===== src/rtl/core/dnsa_pkg.sv =====
// dnsa_pkg: shared constants and types for the dns answer address parser
// used by dnsa_parse, dnsa_outq and parse_dns_answer_addresses; no dependencies
package dnsa_pkg;

    // sizing
    localparam int MAX_ADDRS         = 5;
    localparam int MAX_MESSAGE_BYTES = 1024;
    localparam int POS_W             = $clog2(MAX_MESSAGE_BYTES + 1);
    localparam int FOUND_W           = $clog2(MAX_ADDRS + 1);
    localparam int OFFSET_W          = 10;
    localparam int CMP_W             = ((POS_W > OFFSET_W) ? POS_W : OFFSET_W) + 1;

    // result queue
    localparam int QUEUE_DEPTH = 4;
    localparam int QPTR_W      = $clog2(QUEUE_DEPTH);
    localparam int QCNT_W      = $clog2(QUEUE_DEPTH + 1);

    // one result word
    typedef struct packed {
        logic        is_summary;
        logic [31:0] address;
        logic [31:0] ttl_seconds;
        logic [2:0]  address_count;
        logic [1:0]  status;
    } t_result;

    // results produced by one message byte, in delivery order
    typedef struct packed {
        logic [1:0] num;
        t_result    first;
        t_result    second;
    } t_push;

endpackage


===== src/rtl/core/dnsa_parse.sv =====
// dnsa_parse: input register and byte-serial dns response parser
// depends on dnsa_pkg; hands up to two result words per byte to the queue
module dnsa_parse (
    input  logic                      i_clk,
    input  logic                      i_rst_n,
    input  logic                      i_cfg_wr_en,
    input  logic [9:0]                i_cfg_wr_data,
    input  logic                      i_valid,
    output logic                      o_stall,
    input  logic [7:0]                i_msg_byte,
    input  logic                      i_last,
    input  logic                      i_space_ok,
    output dnsa_pkg::t_push           o_push
);
    import dnsa_pkg::*;

    // parse phases
    localparam logic [3:0] PH_HEADER   = 4'd0;
    localparam logic [3:0] PH_SKIP     = 4'd1;
    localparam logic [3:0] PH_NAME_LEN = 4'd2;
    localparam logic [3:0] PH_LABEL    = 4'd3;
    localparam logic [3:0] PH_PTR_LOW  = 4'd4;
    localparam logic [3:0] PH_TYPE     = 4'd5;
    localparam logic [3:0] PH_CLASS    = 4'd6;
    localparam logic [3:0] PH_TTL      = 4'd7;
    localparam logic [3:0] PH_RDLEN    = 4'd8;
    localparam logic [3:0] PH_ADDR     = 4'd9;
    localparam logic [3:0] PH_DATA     = 4'd10;
    localparam logic [3:0] PH_DONE     = 4'd11;

    // status codes
    localparam logic [1:0] ST_OK        = 2'd0;
    localparam logic [1:0] ST_BAD_FLAGS = 2'd1;
    localparam logic [1:0] ST_TRUNC     = 2'd2;
    localparam logic [1:0] ST_MALFORMED = 2'd3;

    // protocol constants
    localparam logic [15:0]       FLAG_MASK    = 16'hF9FF;
    localparam logic [15:0]       FLAG_OK      = 16'h8180;
    localparam logic [15:0]       TYPE_A       = 16'h0001;
    localparam logic [1:0]        PTR_MARK     = 2'b11;
    localparam logic [OFFSET_W-1:0] HEADER_BYTES = OFFSET_W'(12);

    // input register
    logic             r_in_valid;
    logic [7:0]       r_in_byte;
    logic             r_in_last;
    logic             consume;

    // config register
    logic [OFFSET_W-1:0] r_answer_offset;

    // parser state
    logic [POS_W-1:0]   r_pos,      n_pos;
    logic [3:0]         r_phase,    n_phase;
    logic [15:0]        r_flags,    n_flags;
    logic [15:0]        r_ans_left, n_ans_left;
    logic [15:0]        r_skip,     n_skip;
    logic [31:0]        r_acc,      n_acc;
    logic [15:0]        r_rtype,    n_rtype;
    logic [31:0]        r_last_ttl, n_last_ttl;
    logic [FOUND_W-1:0] r_found,    n_found;
    logic [1:0]         r_err,      n_err;
    logic [2:0]         r_fleft,    n_fleft;

    logic [OFFSET_W-1:0] start;
    logic                addr_hit;
    logic [1:0]          sum_status;
    t_result             addr_res;
    t_result             sum_res;

    assign consume = r_in_valid && i_space_ok;
    assign o_stall = r_in_valid && !i_space_ok;
    assign start   = (r_answer_offset < HEADER_BYTES) ? HEADER_BYTES : r_answer_offset;

    // input register
    always_ff @(posedge i_clk) begin
        if (!i_rst_n) begin
            r_in_valid <= 1'b0;
        end else if (i_valid && !o_stall) begin
            r_in_valid <= 1'b1;
        end else if (consume) begin
            r_in_valid <= 1'b0;
        end
        if (i_valid && !o_stall) begin
            r_in_byte <= i_msg_byte;
            r_in_last <= i_last;
        end
    end

    // config register
    always_ff @(posedge i_clk) begin
        if (!i_rst_n) begin
            r_answer_offset <= HEADER_BYTES;
        end else if (i_cfg_wr_en) begin
            r_answer_offset <= i_cfg_wr_data;
        end
    end

    // next state for one message byte
    always_comb begin
        n_pos      = r_pos;
        n_phase    = r_phase;
        n_flags    = r_flags;
        n_ans_left = r_ans_left;
        n_skip     = r_skip;
        n_acc      = r_acc;
        n_rtype    = r_rtype;
        n_last_ttl = r_last_ttl;
        n_found    = r_found;
        n_err      = r_err;
        n_fleft    = r_fleft;
        addr_hit   = 1'b0;
        addr_res   = '0;

        if (r_pos < POS_W'(MAX_MESSAGE_BYTES)) begin
            n_pos = r_pos + POS_W'(1);

            // field bytes shift into the accumulator
            if (r_phase inside {PH_TYPE, PH_CLASS, PH_TTL, PH_RDLEN, PH_ADDR}) begin
                n_acc   = {r_acc[23:0], r_in_byte};
                n_fleft = (r_fleft != 3'd0) ? r_fleft - 3'd1 : 3'd0;
            end

            case (r_phase)
                PH_HEADER: begin
                    if (r_pos == POS_W'(2)) n_flags = {r_in_byte, 8'h00};
                    if (r_pos == POS_W'(3) &&
                            (({r_flags[15:8], r_in_byte} & FLAG_MASK) != FLAG_OK)) begin
                        n_flags = {r_flags[15:8], r_in_byte};
                        n_err   = ST_BAD_FLAGS;
                        n_phase = PH_DONE;
                    end else begin
                        if (r_pos == POS_W'(3)) n_flags = {r_flags[15:8], r_in_byte};
                        if (r_pos == POS_W'(6)) n_ans_left = {r_in_byte, 8'h00};
                        if (r_pos == POS_W'(7)) n_ans_left = {r_ans_left[15:8], r_in_byte};
                        if (r_pos == POS_W'(11)) begin
                            if (r_ans_left == 16'd0) n_phase = PH_DONE;
                            else if (start <= HEADER_BYTES) n_phase = PH_NAME_LEN;
                            else n_phase = PH_SKIP;
                        end
                    end
                end
                PH_SKIP: begin
                    if (CMP_W'(r_pos) + CMP_W'(1) >= CMP_W'(start)) n_phase = PH_NAME_LEN;
                end
                PH_NAME_LEN: begin
                    if (r_in_byte == 8'd0) begin
                        n_phase = PH_TYPE;
                        n_fleft = 3'd2;
                        n_acc   = '0;
                    end else if (r_in_byte[7:6] == PTR_MARK) begin
                        n_phase = PH_PTR_LOW;
                    end else begin
                        n_skip  = {8'h00, r_in_byte};
                        n_phase = PH_LABEL;
                    end
                end
                PH_LABEL: begin
                    n_skip = (r_skip != 16'd0) ? r_skip - 16'd1 : 16'd0;
                    if (n_skip == 16'd0) n_phase = PH_NAME_LEN;
                end
                PH_PTR_LOW: begin
                    n_phase = PH_TYPE;
                    n_fleft = 3'd2;
                    n_acc   = '0;
                end
                PH_TYPE: begin
                    if (n_fleft == 3'd0) begin
                        n_rtype = n_acc[15:0];
                        n_phase = PH_CLASS;
                        n_fleft = 3'd2;
                        n_acc   = '0;
                    end
                end
                PH_CLASS: begin
                    if (n_fleft == 3'd0) begin
                        n_phase = PH_TTL;
                        n_fleft = 3'd4;
                        n_acc   = '0;
                    end
                end
                PH_TTL: begin
                    if (n_fleft == 3'd0) begin
                        if (r_rtype == TYPE_A) n_last_ttl = n_acc;
                        n_phase = PH_RDLEN;
                        n_fleft = 3'd2;
                        n_acc   = '0;
                    end
                end
                PH_RDLEN: begin
                    if (n_fleft == 3'd0) begin
                        if (r_rtype == TYPE_A) begin
                            if (n_acc[15:0] < 16'd4) begin
                                n_err   = ST_MALFORMED;
                                n_phase = PH_DONE;
                            end else begin
                                n_skip  = n_acc[15:0] - 16'd4;
                                n_phase = PH_ADDR;
                                n_fleft = 3'd4;
                                n_acc   = '0;
                            end
                        end else if (n_acc[15:0] == 16'd0) begin
                            n_ans_left = r_ans_left - 16'd1;
                            n_phase    = (n_ans_left == 16'd0) ? PH_DONE : PH_NAME_LEN;
                        end else begin
                            n_skip  = n_acc[15:0];
                            n_phase = PH_DATA;
                        end
                    end
                end
                PH_ADDR: begin
                    if (n_fleft == 3'd0) begin
                        n_found                = r_found + FOUND_W'(1);
                        addr_hit               = 1'b1;
                        addr_res.is_summary    = 1'b0;
                        addr_res.address       = n_acc;
                        addr_res.ttl_seconds   = r_last_ttl;
                        addr_res.address_count = 3'(n_found);
                        addr_res.status        = ST_OK;
                        if (n_found >= FOUND_W'(MAX_ADDRS)) begin
                            n_phase = PH_DONE;
                        end else if (r_skip == 16'd0) begin
                            n_ans_left = r_ans_left - 16'd1;
                            n_phase    = (n_ans_left == 16'd0) ? PH_DONE : PH_NAME_LEN;
                        end else begin
                            n_phase = PH_DATA;
                        end
                    end
                end
                PH_DATA: begin
                    n_skip = (r_skip != 16'd0) ? r_skip - 16'd1 : 16'd0;
                    if (n_skip == 16'd0) begin
                        n_ans_left = r_ans_left - 16'd1;
                        n_phase    = (n_ans_left == 16'd0) ? PH_DONE : PH_NAME_LEN;
                    end
                end
                default: begin
                    n_phase = PH_DONE;
                end
            endcase
        end
    end

    // end-of-message summary
    always_comb begin
        sum_status = ((n_err == ST_OK) && (n_phase != PH_DONE)) ? ST_TRUNC : n_err;
        sum_res               = '0;
        sum_res.is_summary    = 1'b1;
        sum_res.address       = 32'd0;
        sum_res.ttl_seconds   = n_last_ttl;
        sum_res.address_count = 3'(n_found);
        sum_res.status        = sum_status;
    end

    // words handed to the result queue, address word first
    always_comb begin
        o_push = '0;
        if (consume) begin
            if (addr_hit) begin
                o_push.first  = addr_res;
                o_push.second = sum_res;
                o_push.num    = r_in_last ? 2'd2 : 2'd1;
            end else if (r_in_last) begin
                o_push.first = sum_res;
                o_push.num   = 2'd1;
            end
        end
    end

    // parser state registers; a message end returns everything to reset values
    always_ff @(posedge i_clk) begin
        if (!i_rst_n || (consume && r_in_last)) begin
            r_pos      <= '0;
            r_phase    <= PH_HEADER;
            r_flags    <= '0;
            r_ans_left <= '0;
            r_skip     <= '0;
            r_acc      <= '0;
            r_rtype    <= '0;
            r_last_ttl <= '0;
            r_found    <= '0;
            r_err      <= ST_OK;
            r_fleft    <= '0;
        end else if (consume) begin
            r_pos      <= n_pos;
            r_phase    <= n_phase;
            r_flags    <= n_flags;
            r_ans_left <= n_ans_left;
            r_skip     <= n_skip;
            r_acc      <= n_acc;
            r_rtype    <= n_rtype;
            r_last_ttl <= n_last_ttl;
            r_found    <= n_found;
            r_err      <= n_err;
            r_fleft    <= n_fleft;
        end
    end

endmodule


===== src/rtl/core/dnsa_outq.sv =====
// dnsa_outq: small result queue, two writes and one read per cycle
// depends on dnsa_pkg; feeds the output word channel
module dnsa_outq (
    input  logic              i_clk,
    input  logic              i_rst_n,
    input  dnsa_pkg::t_push   i_push,
    output logic              o_space_ok,
    output logic              o_valid,
    input  logic              i_stall,
    output dnsa_pkg::t_result o_result
);
    import dnsa_pkg::*;

    t_result           r_mem [QUEUE_DEPTH];
    logic [QPTR_W-1:0] r_wr_ptr;
    logic [QPTR_W-1:0] r_rd_ptr;
    logic [QCNT_W-1:0] r_count;
    logic              pop;

    assign o_valid    = (r_count != '0);
    assign pop        = o_valid && !i_stall;
    assign o_result   = r_mem[r_rd_ptr];
    // room for the two words one byte may produce
    assign o_space_ok = (r_count <= QCNT_W'(QUEUE_DEPTH - 2));

    // entry writes
    always_ff @(posedge i_clk) begin
        if (i_push.num != 2'd0) begin
            r_mem[r_wr_ptr] <= i_push.first;
        end
        if (i_push.num == 2'd2) begin
            r_mem[r_wr_ptr + QPTR_W'(1)] <= i_push.second;
        end
    end

    // pointers and fill count
    always_ff @(posedge i_clk) begin
        if (!i_rst_n) begin
            r_wr_ptr <= '0;
            r_rd_ptr <= '0;
            r_count  <= '0;
        end else begin
            r_wr_ptr <= r_wr_ptr + QPTR_W'(i_push.num);
            if (pop) r_rd_ptr <= r_rd_ptr + QPTR_W'(1);
            r_count <= r_count + QCNT_W'(i_push.num) - QCNT_W'(pop);
        end
    end

`ifndef SYNTH
    a_count_bound: assert property (@(posedge i_clk) disable iff (!i_rst_n)
        r_count <= QCNT_W'(QUEUE_DEPTH))
        else $error("result queue count beyond depth");

    a_no_overflow: assert property (@(posedge i_clk) disable iff (!i_rst_n)
        (i_push.num != 2'd0) |->
            ((QCNT_W + 1)'(r_count) + (QCNT_W + 1)'(i_push.num) <=
             (QCNT_W + 1)'(QUEUE_DEPTH)))
        else $error("result queue written while full");

    a_pop_drains: assert property (@(posedge i_clk) disable iff (!i_rst_n)
        (pop && (i_push.num == 2'd0)) |=> (r_count == $past(r_count) - QCNT_W'(1)))
        else $error("result queue count not reduced by read");
`endif

endmodule


===== src/rtl/core/parse_dns_answer_addresses.sv =====
// parse_dns_answer_addresses: byte-serial dns response parser giving a-record words
// a byte waits in the input register until the queue has room, then its words enter the queue
// throughput: one byte per cycle; the output stalls input once the four-word queue holds three
// reset: i_rst_n synchronous, active low; answer_offset returns to 12, parser to header phase
// depends on dnsa_pkg, dnsa_parse and dnsa_outq
module parse_dns_answer_addresses (
    input  logic        i_clk,
    input  logic        i_rst_n,
    input  logic        i_cfg_wr_en,
    input  logic [9:0]  i_cfg_wr_data,
    input  logic        i_valid,
    output logic        o_stall,
    input  logic [7:0]  i_msg_byte,
    input  logic        i_last,
    output logic        o_valid,
    input  logic        i_stall,
    output logic        o_is_summary,
    output logic [31:0] o_address,
    output logic [31:0] o_ttl_seconds,
    output logic [2:0]  o_address_count,
    output logic [1:0]  o_status
);
    import dnsa_pkg::*;

    t_push   push;
    t_result result;
    logic    space_ok;

    // parser with input register
    dnsa_parse u_parse (
        .i_clk         (i_clk),
        .i_rst_n       (i_rst_n),
        .i_cfg_wr_en   (i_cfg_wr_en),
        .i_cfg_wr_data (i_cfg_wr_data),
        .i_valid       (i_valid),
        .o_stall       (o_stall),
        .i_msg_byte    (i_msg_byte),
        .i_last        (i_last),
        .i_space_ok    (space_ok),
        .o_push        (push)
    );

    // result word queue
    dnsa_outq u_outq (
        .i_clk      (i_clk),
        .i_rst_n    (i_rst_n),
        .i_push     (push),
        .o_space_ok (space_ok),
        .o_valid    (o_valid),
        .i_stall    (i_stall),
        .o_result   (result)
    );

    // output word fields
    assign o_is_summary    = result.is_summary;
    assign o_address       = result.address;
    assign o_ttl_seconds   = result.ttl_seconds;
    assign o_address_count = result.address_count;
    assign o_status        = result.status;

endmodule


===== config.mk =====
export PLATFORM = sky130hd
export DESIGN_NAME = parse_dns_answer_addresses
export DESIGN_NICKNAME = d
export VERILOG_FILES = /design/src/rtl/core/dnsa_pkg.sv /design/src/rtl/core/dnsa_parse.sv /design/src/rtl/core/dnsa_outq.sv /design/src/rtl/core/parse_dns_answer_addresses.sv
export SDC_FILE = /design/constraint.sdc
export NUM_CORES = 1
export LEC_CHECK = 0
export ABC_AREA = 1
export BUFFER_PORTS_ARGS = -buffer_cell sky130_fd_sc_hd__buf_4
export CORE_ASPECT_RATIO = 0.8
export CORE_MARGIN = 2
export CORE_UTILIZATION = 50
export DETAILED_ROUTE_END_ITERATION = 16
export PLACE_DENSITY = 0.68
export RECOVER_POWER = 25
export REMOVE_ABC_BUFFERS = 1
export SYNTH_ARGS = -nofsm -noshare
export SYNTH_HDL_FRONTEND = slang
export SYNTH_SLANG_ARGS = --single-unit
export TNS_END_PERCENT = 1

===== constraint.sdc =====
create_clock -name i_clk -period 4.1 [get_ports i_clk]
set_clock_uncertainty 0.15 [all_clocks]
set_input_delay 0.82 -clock i_clk [delete_from_list [all_inputs] [get_ports i_clk]]
set_output_delay 0.82 -clock i_clk [all_outputs]
set_load 0.005 [all_outputs]

== After elaboration in Yosys (flattened, before gate mapping) ==
Memory sizes are Yosys's and may differ from the RTL's. A register that Yosys moved wholly into a read port is not among the register bits.
Index checks and enable logic that the tools add are counted.

* Memory bits (writable): 280
* Output and inout port bits: 72
* Memories kept: 1
* Bits of input ports: 24
* Bits in registers: 170
* Logic and storage cells: 207

{| class="wikitable"
|+ Memory list
! name !! depth !! width !! rd ports !! clocked after Yosys merged registers in !! wr ports !! line !! text
|-
| u_outq.r_mem || 4 || 70 || 1 || 1 || 2 || dnsa_outq.sv:14 || <nowiki>t_result r_mem [QUEUE_DEPTH];</nowiki>
|}

* Equality and inequality tests: 35
* Bitwise operators: 2
* Mux-type cells: 93
* Order comparisons: 7
* Add/subtract/negate cells: 12
* Reductions and logical operators: 38

{| class="wikitable"
|+ Operators with widths
! operator !! number
|-
| $mux W32 || 11
|-
| $mux W16 || 17
|-
| $mux W70 || 3
|-
| $mux W142 || 1
|-
| $pmux W32 S4 || 1
|-
| $logic_not A16 Y1 || 5
|-
| $mux W4 || 18
|-
| $mux W72 || 1
|-
| $mux W71 || 1
|-
| $mux W69 || 1
|-
| $pmux W16 S4 || 1
|-
| $pmux W16 S3 || 1
|-
| $pmux W4 S11 || 1
|-
| $mux W3 || 13
|-
| $sub A16 B1 Y16 const B || 2
|-
| $eq A11 B2 Y1 const B || 2
|-
| $eq A11 B3 Y1 const B || 2
|-
| $mux W2 || 11
|-
| $ne A2 B2 Y1 const B || 10
|-
| $eq A16 B1 Y1 const B || 1
|-
| $eq A4 B3 Y1 const B || 4
|-
| $lt A16 B3 Y1 const B || 1
|-
| $reduce_bool A16 Y1 || 1
|-
| $sub A16 B3 Y16 const B || 1
|-
| 48 further kinds || 77
|}

== Logic depth before layout (Yosys ltp) ==
Gate-level depths: netlist of the first run.

* Word-level depth: 19
* Mapped depth: 24

== By module ==
Synthesis of the first run repeated with hierarchy kept, for this count alone.

* Cell total of the unflattened synthesis: 3179
* Area total of the unflattened synthesis: 25136.6 sq um

{| class="wikitable"
|+ By module, submodules not included
! module !! cells each !! area an instance (sq um) !! times used
|-
| dnsa_outq || 1440 || 13824.5 || 1
|-
| dnsa_parse || 1739 || 11312.1 || 1
|}

== Worst setup path after synthesis of the first run ==
OpenSTA, ideal clock, no wires.

* Path kind: register to register
* Start: reg u_parse.r_phase[3]
* End: mem u_outq.r_mem[2][0] (netlist bit), enable pin
* Buffers on the path: 2
* Arrival: 3.474 ns
* Setup slack: -0.041 ns
* Stages on the path, launching flop included: 18
* Setup time: 0.517 ns
* Period minus slack after synthesis: 4.141 ns
* Cell sequence: dfxtp_1 inv_2 nor2_2 inv_2 nor2_2 inv_2 nor2_1 inv_2 nor2_4 ha_1 inv_1 nor2_1 nor2_1 nor3_2 inv_1 clkbuf_1 buf_1 nand2_1

{| class="wikitable"
|+ RTL lines
! element !! line !! text
|-
| from (decl) || dnsa_parse.sv:55 || <nowiki>logic [3:0] r_phase, n_phase;</nowiki>
|-
| from (signal assigned) || dnsa_parse.sv:287 || <nowiki>r_phase <= n_phase;</nowiki>
|-
| to (decl) || dnsa_outq.sv:14 ||
|}

==> results.cfg, run 1 <==
[status]
outcome = finished, violations left
violations = capacitance limit, slew limit

[cells_and_area]
utilization_pct = 56.6
n_fill_cell = 4235
stdcell_area_um2 = 25700
areaGrowthSynthToFinish_pct = 12.1
antenna_cells = 0
drive_gt1_share_pct = 11.6
instances_no_fill = 3631
nNetsFinal = 3033

[pwr]
switchingPower_uw = 4430
p_clk_share_pct = 33.1
p_comb_share_pct = 28.5
irDropWorstVdd_mv = 0.467
p_leak_uw = 0.00952
switching_share_pct = 34.3
p_int_uw = 8480
seq_power_share_pct = 38.4
p_per_area_nw_per_um2 = 502

[die]
start_util_pct = 50.5
rows = 70
dieHeight_um = 196
die_w_um = 243
pin_count = 96
coreArea_um2 = 45500
dieArea_um2 = 47600

[detailed_routing]
drt_first_iter_violations = 2100
routed_wl_um = 68800
drc = 0
firstDrtPassIters = 7
antenna_left = 0
wl_per_cell_um = 18.9
viasPerCell = 5.87
vias = 21300

[clock_tree]
root_buffer = clkbuf_16
htree_levels = 2
holdBufCountCts = 0
clk_pin_slew_worst_paths_ns = 0.06
cts_tree = yes
cts_setup_buffers = 0
cts_inserted_buffers = 47
cts.path.max_buffers = 3
clock-sinks = 450
insertion_delay_ns = 0.61

[setup_path]
end_kind = output port
path_cells = clkinvlp_2, buf_12, o21ai_0, o22ai_1, buf_4
r2r-start = u_parse.r_skip[0]$_SDFFE_PP0P_
crit_buf_inv = 3
critPathMaxStageDelay_ns = 0.57
start_kind = register
cp_num_cells = 5
reg2regPathDepth = 16
r2r_slack_ns = 0.39
cpMaxStageDelayCell = clkinvlp_2
path_max_fanout = 124
crit_type = reg -> out
crit_arrival_ns = 2.82
crit_required_ns = 3.13
path_delay_family = buffers and inverters
r2r_end = u_parse.r_ans_left[2]$_SDFFE_PP0P_

[timing]
max_clock_freq_mhz = 264
setup_violations = 0
min_period_ns = 3.79
relSlewSlack_pct = -10.1
drv_slew = 68
tightest_slew_ns = 1.65
fin_crit_sh_pct = 92.4
hold_viol = 0
rsz0062_at_grt = false

[global_route]
grt_pass1_wl_um = 110000
grt_antenna_before_repair = 2
first_global_vias = 20300
track_usage_pct = 28.6
grt_start_max_net_pins = 141
grt.overflow.total = 0

[yosys]
synth_edf_count = 161
ys_async_sr_fraction_pct = 0
yosysWarnings = 0
postSynthAreaPerCell_um2 = 7.70
syn_inst = 2978
ys.flop_type = dfxtp_1
yosysUniqueCellTypes = 62
ys_seq_elements = 450
seq_area_frac_synth_pct = 46.3
synth_area_um2 = 22900

[worst_hold_path]
min_from = i_msg_byte[6]
hold_class = in -> reg
hold_end = u_parse.r_in_byte[6]$_DFFE_PP_
whs_path_depth = 1

[job]
cap_violations = 1

[placement]
place.gp.congestion = 0.903
placed_cells = 3545
hpwlAfterDp_um = 45200
port_buffers = 95
placed_area_um2 = 24200
-- cell families (layout without fill, tap and decap cells) --
family,Yosys count,in the layout,synth area share [%]
simple gates,1110,1110,21.3
compound gates,902,902,22.0
buf+inv,471,512,8.19
flops,450,450,46.3
fa+ha+maj,27,27,1.51
xor+xnor,15,15,0.573
mux,3,3,0.131
-- cell usage after synthesis (16+ instances only) --
master / count / area (um2)
nor3_1: 26 / 130
o211ai_1: 21 / 158
edfxtp_1: 161 / 4830
o21ai_2: 16 / 140
o22ai_1: 160 / 1000
nand3_1: 246 / 1230
buf_1: 22 / 82.6
nand2_2: 20 / 125
nor2_1: 323 / 1210
inv_1: 253 / 950
a21oi_1: 184 / 921
nand2_1: 427 / 1600
inv_2: 21 / 78.8
dfxtp_1: 289 / 5790
buf_2: 18 / 90.1
clkbuf_1: 137 / 514
o21ai_0: 454 / 2270
ha_1: 26 / 325
-- sequential cells by signal, indices dropped and copies added, names as in the netlist, 4 cells and up, named ones only --
name and cells:
u_parse.r_flags 6, u_parse.r_acc 32, u_outq.r_mem 280, u_parse.r_phase 4, u_parse.r_answer_offset 10, u_parse.r_pos 11
u_parse.r_in_byte 8, u_parse.r_last_ttl 32, u_parse.r_ans_left 16, u_parse.r_rtype 16, u_parse.r_skip 16
-- through the flow --
step	hold slack, ns	total power (uW)	setup slack, ns	TNS (ns)
final	0.283	12900	0.313	0
after global routing	0.269	13600	0.0502	0
after CTS	0.236	13000	0.325	0
after detailed placement	0.295	8710	0.389	0
after global placement	0.291	8670	0.450	0
after floorplan	0.282	7370	-4.92	-1448.36
-- worst reg2reg max path, cell delays in order, from the launching register on --
cell	delay (ns)
dfxtp_1	0.31
inv_1	0.14
ha_1	0.22
nand3_2	0.17
nor2_4	0.19
nand3_1	0.57
nand3_1	0.40
nand2_1	0.08
nor2_1	0.10
nand3b_1	0.11
nor2_1	0.18
nor2_1	0.08
nor2_1	0.17
nand2_1	0.29
clkinv_2	0.25
o21ai_2	0.06
a21oi_1	0.15
-- metal layers --
metal	global-route usage, %	share of wire [%]
met2	46.8	46
met1	39.0	44
met5	0	0.039
met4	9.71	2.9
met3	3.85	7.1
-- how the worst max path moves through the flow --
stage,start,to
2_1_floorplan,u_outq.r_count[0]$_SDFF_PN0_,u_outq.r_mem[0][3]$_DFFE_PP_
3_3_place_gp,u_parse.r_phase[3]$_SDFFE_PP0P_,u_outq.r_mem[0][29]$_DFFE_PP_
3_5_place_dp,u_parse.r_phase[3]$_SDFFE_PP0P_,u_outq.r_mem[0][21]$_DFFE_PP_
4_1_cts,u_parse.r_phase[3]$_SDFFE_PP0P_,u_outq.r_mem[0][6]$_DFFE_PP_
5_1_grt,u_parse.r_skip[0]$_SDFFE_PP0P_,u_parse.r_ans_left[2]$_SDFFE_PP0P_
6_report,register,o_address[2]
-- cell usage in the layout (no fill, tap or decap), types with 103 or more instances in the layout --
cell type,instances
a21oi_1,185
buf_4,103
dfxtp_1,288
edfxtp_1,161
inv_1,246
nand2_1,427
nand3_1,247
nor2_1,323
o21ai_0,455
o22ai_1,160
-- power by group through the flow --
stage | sequential (uW) | combinational (uW) | clock [uW]
3_5_place_dp | 5050 | 3660 | 0
3_3_place_gp | 5040 | 3630 | 0
6_report | 4950 | 3690 | 4270
2_1_floorplan | 5080 | 2290 | 0
4_1_cts | 4950 | 3680 | 4340
5_1_grt | 4970 | 4140 | 4500
-- layout make-up --
| type | instances | area [um2] | share of cell area (%) |
|---|---|---|---|
| Tap cell | 612 | 766 | 2.98 |
| Inverter | 279 | 1050 | 4.09 |
| Sequential cell | 450 | 10600 | 41.3 |
| Clock inverter | 18 | 154 | 0.599 |
| Clock buffer | 68 | 1390 | 5.40 |
| Timing Repair Buffer | 147 | 1290 | 5.02 |
| Multi-Input combinational cell | 2057 | 10400 | 40.6 |
-- what timing repair did --
item,in CTS,in global routing
hold endpoints to repair,0,0
setup endpoints to repair,0,76
resized for setup,0,4
(Power assumes the default switching activity.)
==> run 2, diff against run 1 <==
--- a/config.mk
+++ b/config.mk
@@ -7,11 +7,13 @@
 export LEC_CHECK = 0
 export ABC_AREA = 1
 export BUFFER_PORTS_ARGS = -buffer_cell sky130_fd_sc_hd__buf_4
+export CELL_PAD_IN_SITES_DETAIL_PLACEMENT = 1
+export CELL_PAD_IN_SITES_GLOBAL_PLACEMENT = 1
 export CORE_ASPECT_RATIO = 0.8
-export CORE_MARGIN = 2
-export CORE_UTILIZATION = 50
+export CORE_MARGIN = 1
+export CORE_UTILIZATION = 42
 export DETAILED_ROUTE_END_ITERATION = 16
-export PLACE_DENSITY = 0.68
+export PLACE_DENSITY = 0.75
 export RECOVER_POWER = 25
 export REMOVE_ABC_BUFFERS = 1
 export SYNTH_ARGS = -nofsm -noshare
==> run 2 against run 1 <==
Against the previous run: the flow still finishes with violations (capacitance limit, slew limit); core utilization shrank 8.8 points; final cell count grew 2.3%; register-to-register slack lost 0.09 ns; sequential power is essentially flat; fmax shrank 1.6%; first-iteration DRC count shrank 19%.
==> results.cfg, run 2 (synthesis results as in run 1) <==
[status]
outcome = finished, violations left
violations = capacitance limit, slew limit

[cells_and_area]
stdcell_area_um2 = 25800
utilization_pct = 47.8
n_fill_cell = 6533
top_register = u_outq.r_mem
instances_no_fill = 3716
drive_gt1_share_pct = 11.5
nNetsFinal = 3025
top_regs = u_outq.r_mem (280), u_parse.r_acc (32), u_parse.r_last_ttl (32)
areaGrowthSynthToFinish_pct = 12.4
layout_common_cells = o21ai_0, nand2_1, nor2_1
antenna_cells = 0
largest_reg_flops = 280
final_common_cell = o21ai_0

[setup_path]
start_kind = register
crit_required_ns = 3.13
crit_arrival_ns = 2.88
cpMaxStageDelayCell = clkbuf_2
critPathMaxStageDelay_ns = 0.65
crit_buf_inv = 3
path_cells = clkinv_2, clkbuf_2, o21ai_0, o22ai_1, buf_4
path_max_fanout = 36
path_delay_family = buffers and inverters
cp_num_cells = 5
reg2regPathDepth = 17
crit_type = reg -> out
end_kind = output port

[pwr]
p_leak_uw = 0.00946
power_uw = 13200
irDropWorstVdd_mv = 0.272
p_per_area_nw_per_um2 = 514

[placement]
placed_area_um2 = 24200
port_buffers = 95
placed_cells = 3625
hpwlAfterDp_um = 51100
place.gp.congestion = 0.910

[timing]
setup_tns_ns = 0
hold_viol = 0
fin_crit_sh_pct = 93.9
drv_slew = 68
min_period_ns = 3.85
rsz0062_at_grt = true
tightest_slew_ns = 1.74
relSlewSlack_pct = -16.2
max_clock_freq_mhz = 260
setup_violations = 0

[global_route]
first_global_vias = 22700
grt_pass1_wl_um = 126000
grt_start_max_net_pins = 141
track_usage_pct = 28.5
grt.overflow.total = 0
grt_antenna_before_repair = 0

[detailed_routing]
antenna_left = 0
viasPerCell = 5.86
firstDrtPassIters = 5
routed_wl_um = 80000
vias = 21800
drt_first_iter_violations = 1705
drc = 0
wl_per_cell_um = 21.5

[worst_hold_path]
whs_path_depth = 1
hold_class = in -> reg

[die]
pin_count = 96
dieArea_um2 = 55600
rows = 76
dieHeight_um = 211
coreArea_um2 = 53900
die_w_um = 263
start_util_pct = 42.6

[clock_tree]
clk_pin_slew_worst_paths_ns = 0.05
cts_inserted_buffers = 49
insertion_delay_ns = 0.61
root_buffer = clkbuf_16
cts_setup_buffers = 0
clock-sinks = 450
cts_tree = yes
htree_levels = 2
cts.path.max_buffers = 3

[job]
cap_violations = 1
run 2: cell count changes in the layout (fill, tap and decap cells not counted), sizes merged:
cell / change
clkinv: -3
inv: +2
clkinvlp: -1
buf: -34
clkbuf: +31
run 2: metal layers:
metal	global-route usage, %	up-vias	routed length [um]
li1	-	10200	-
met1	36.8	10900	35600
met2	49.0	560	38300
met3	3.33	125	3800
met4	10.7	0	2340
met5	0	-	0
run 2: final cells by class:
type / count / area (um2) / area share, %
clock buffers: 75 / 1460 / 5.64
inverters: 279 / 1050 / 4.09
multi-input cells: 2057 / 10500 / 40.6
repair buffers: 137 / 1170 / 4.56
flip-flops and latches: 450 / 10600 / 41.2
well taps: 702 / 878 / 3.41
clock inverters: 16 / 138 / 0.534
run 2: repair_timing:
action                     in CTS  in global routing
gates resized for setup         0                  0
hold buffers                    0                  0
setup endpoints to repair       0                  4
run 2: stage by stage:
step                      worst slack (ns)  hold slack, ns
after detailed placement             0.348           0.301
after floorplan                      -4.92           0.282
after global routing               -0.0502           0.266
after global placement               0.480           0.291
final                                0.251           0.284
after CTS                            0.324           0.235
run 2: where the power goes:
group          total [uW]  switching [uW]  internal (uW)  leakage, uW
clock network        4420            1910           2510     0.000774
registers            4960             157           4800      0.00359
logic                3870            2620           1250      0.00509
total               13200            4680           8560      0.00946
run 2: final timing paths:
| check | end | startpoint | slack [ns] |
|---|---|---|---|
| worst max register to register | u_outq.r_mem[1][59]$_SDFFE_PP0P_ | u_parse.r_phase[3]$_SDFFE_PP0P_ | 0.30 |
| worst min-delay path | u_parse.r_in_byte[7]$_DFFE_PP_ | i_msg_byte[7] | 0.28 |
| worst max-delay path | o_address[23] | register | 0.25 |
| worst min register to register | register | u_outq.r_rd_ptr[1]$_SDFFE_PN0P_ | 0.31 |
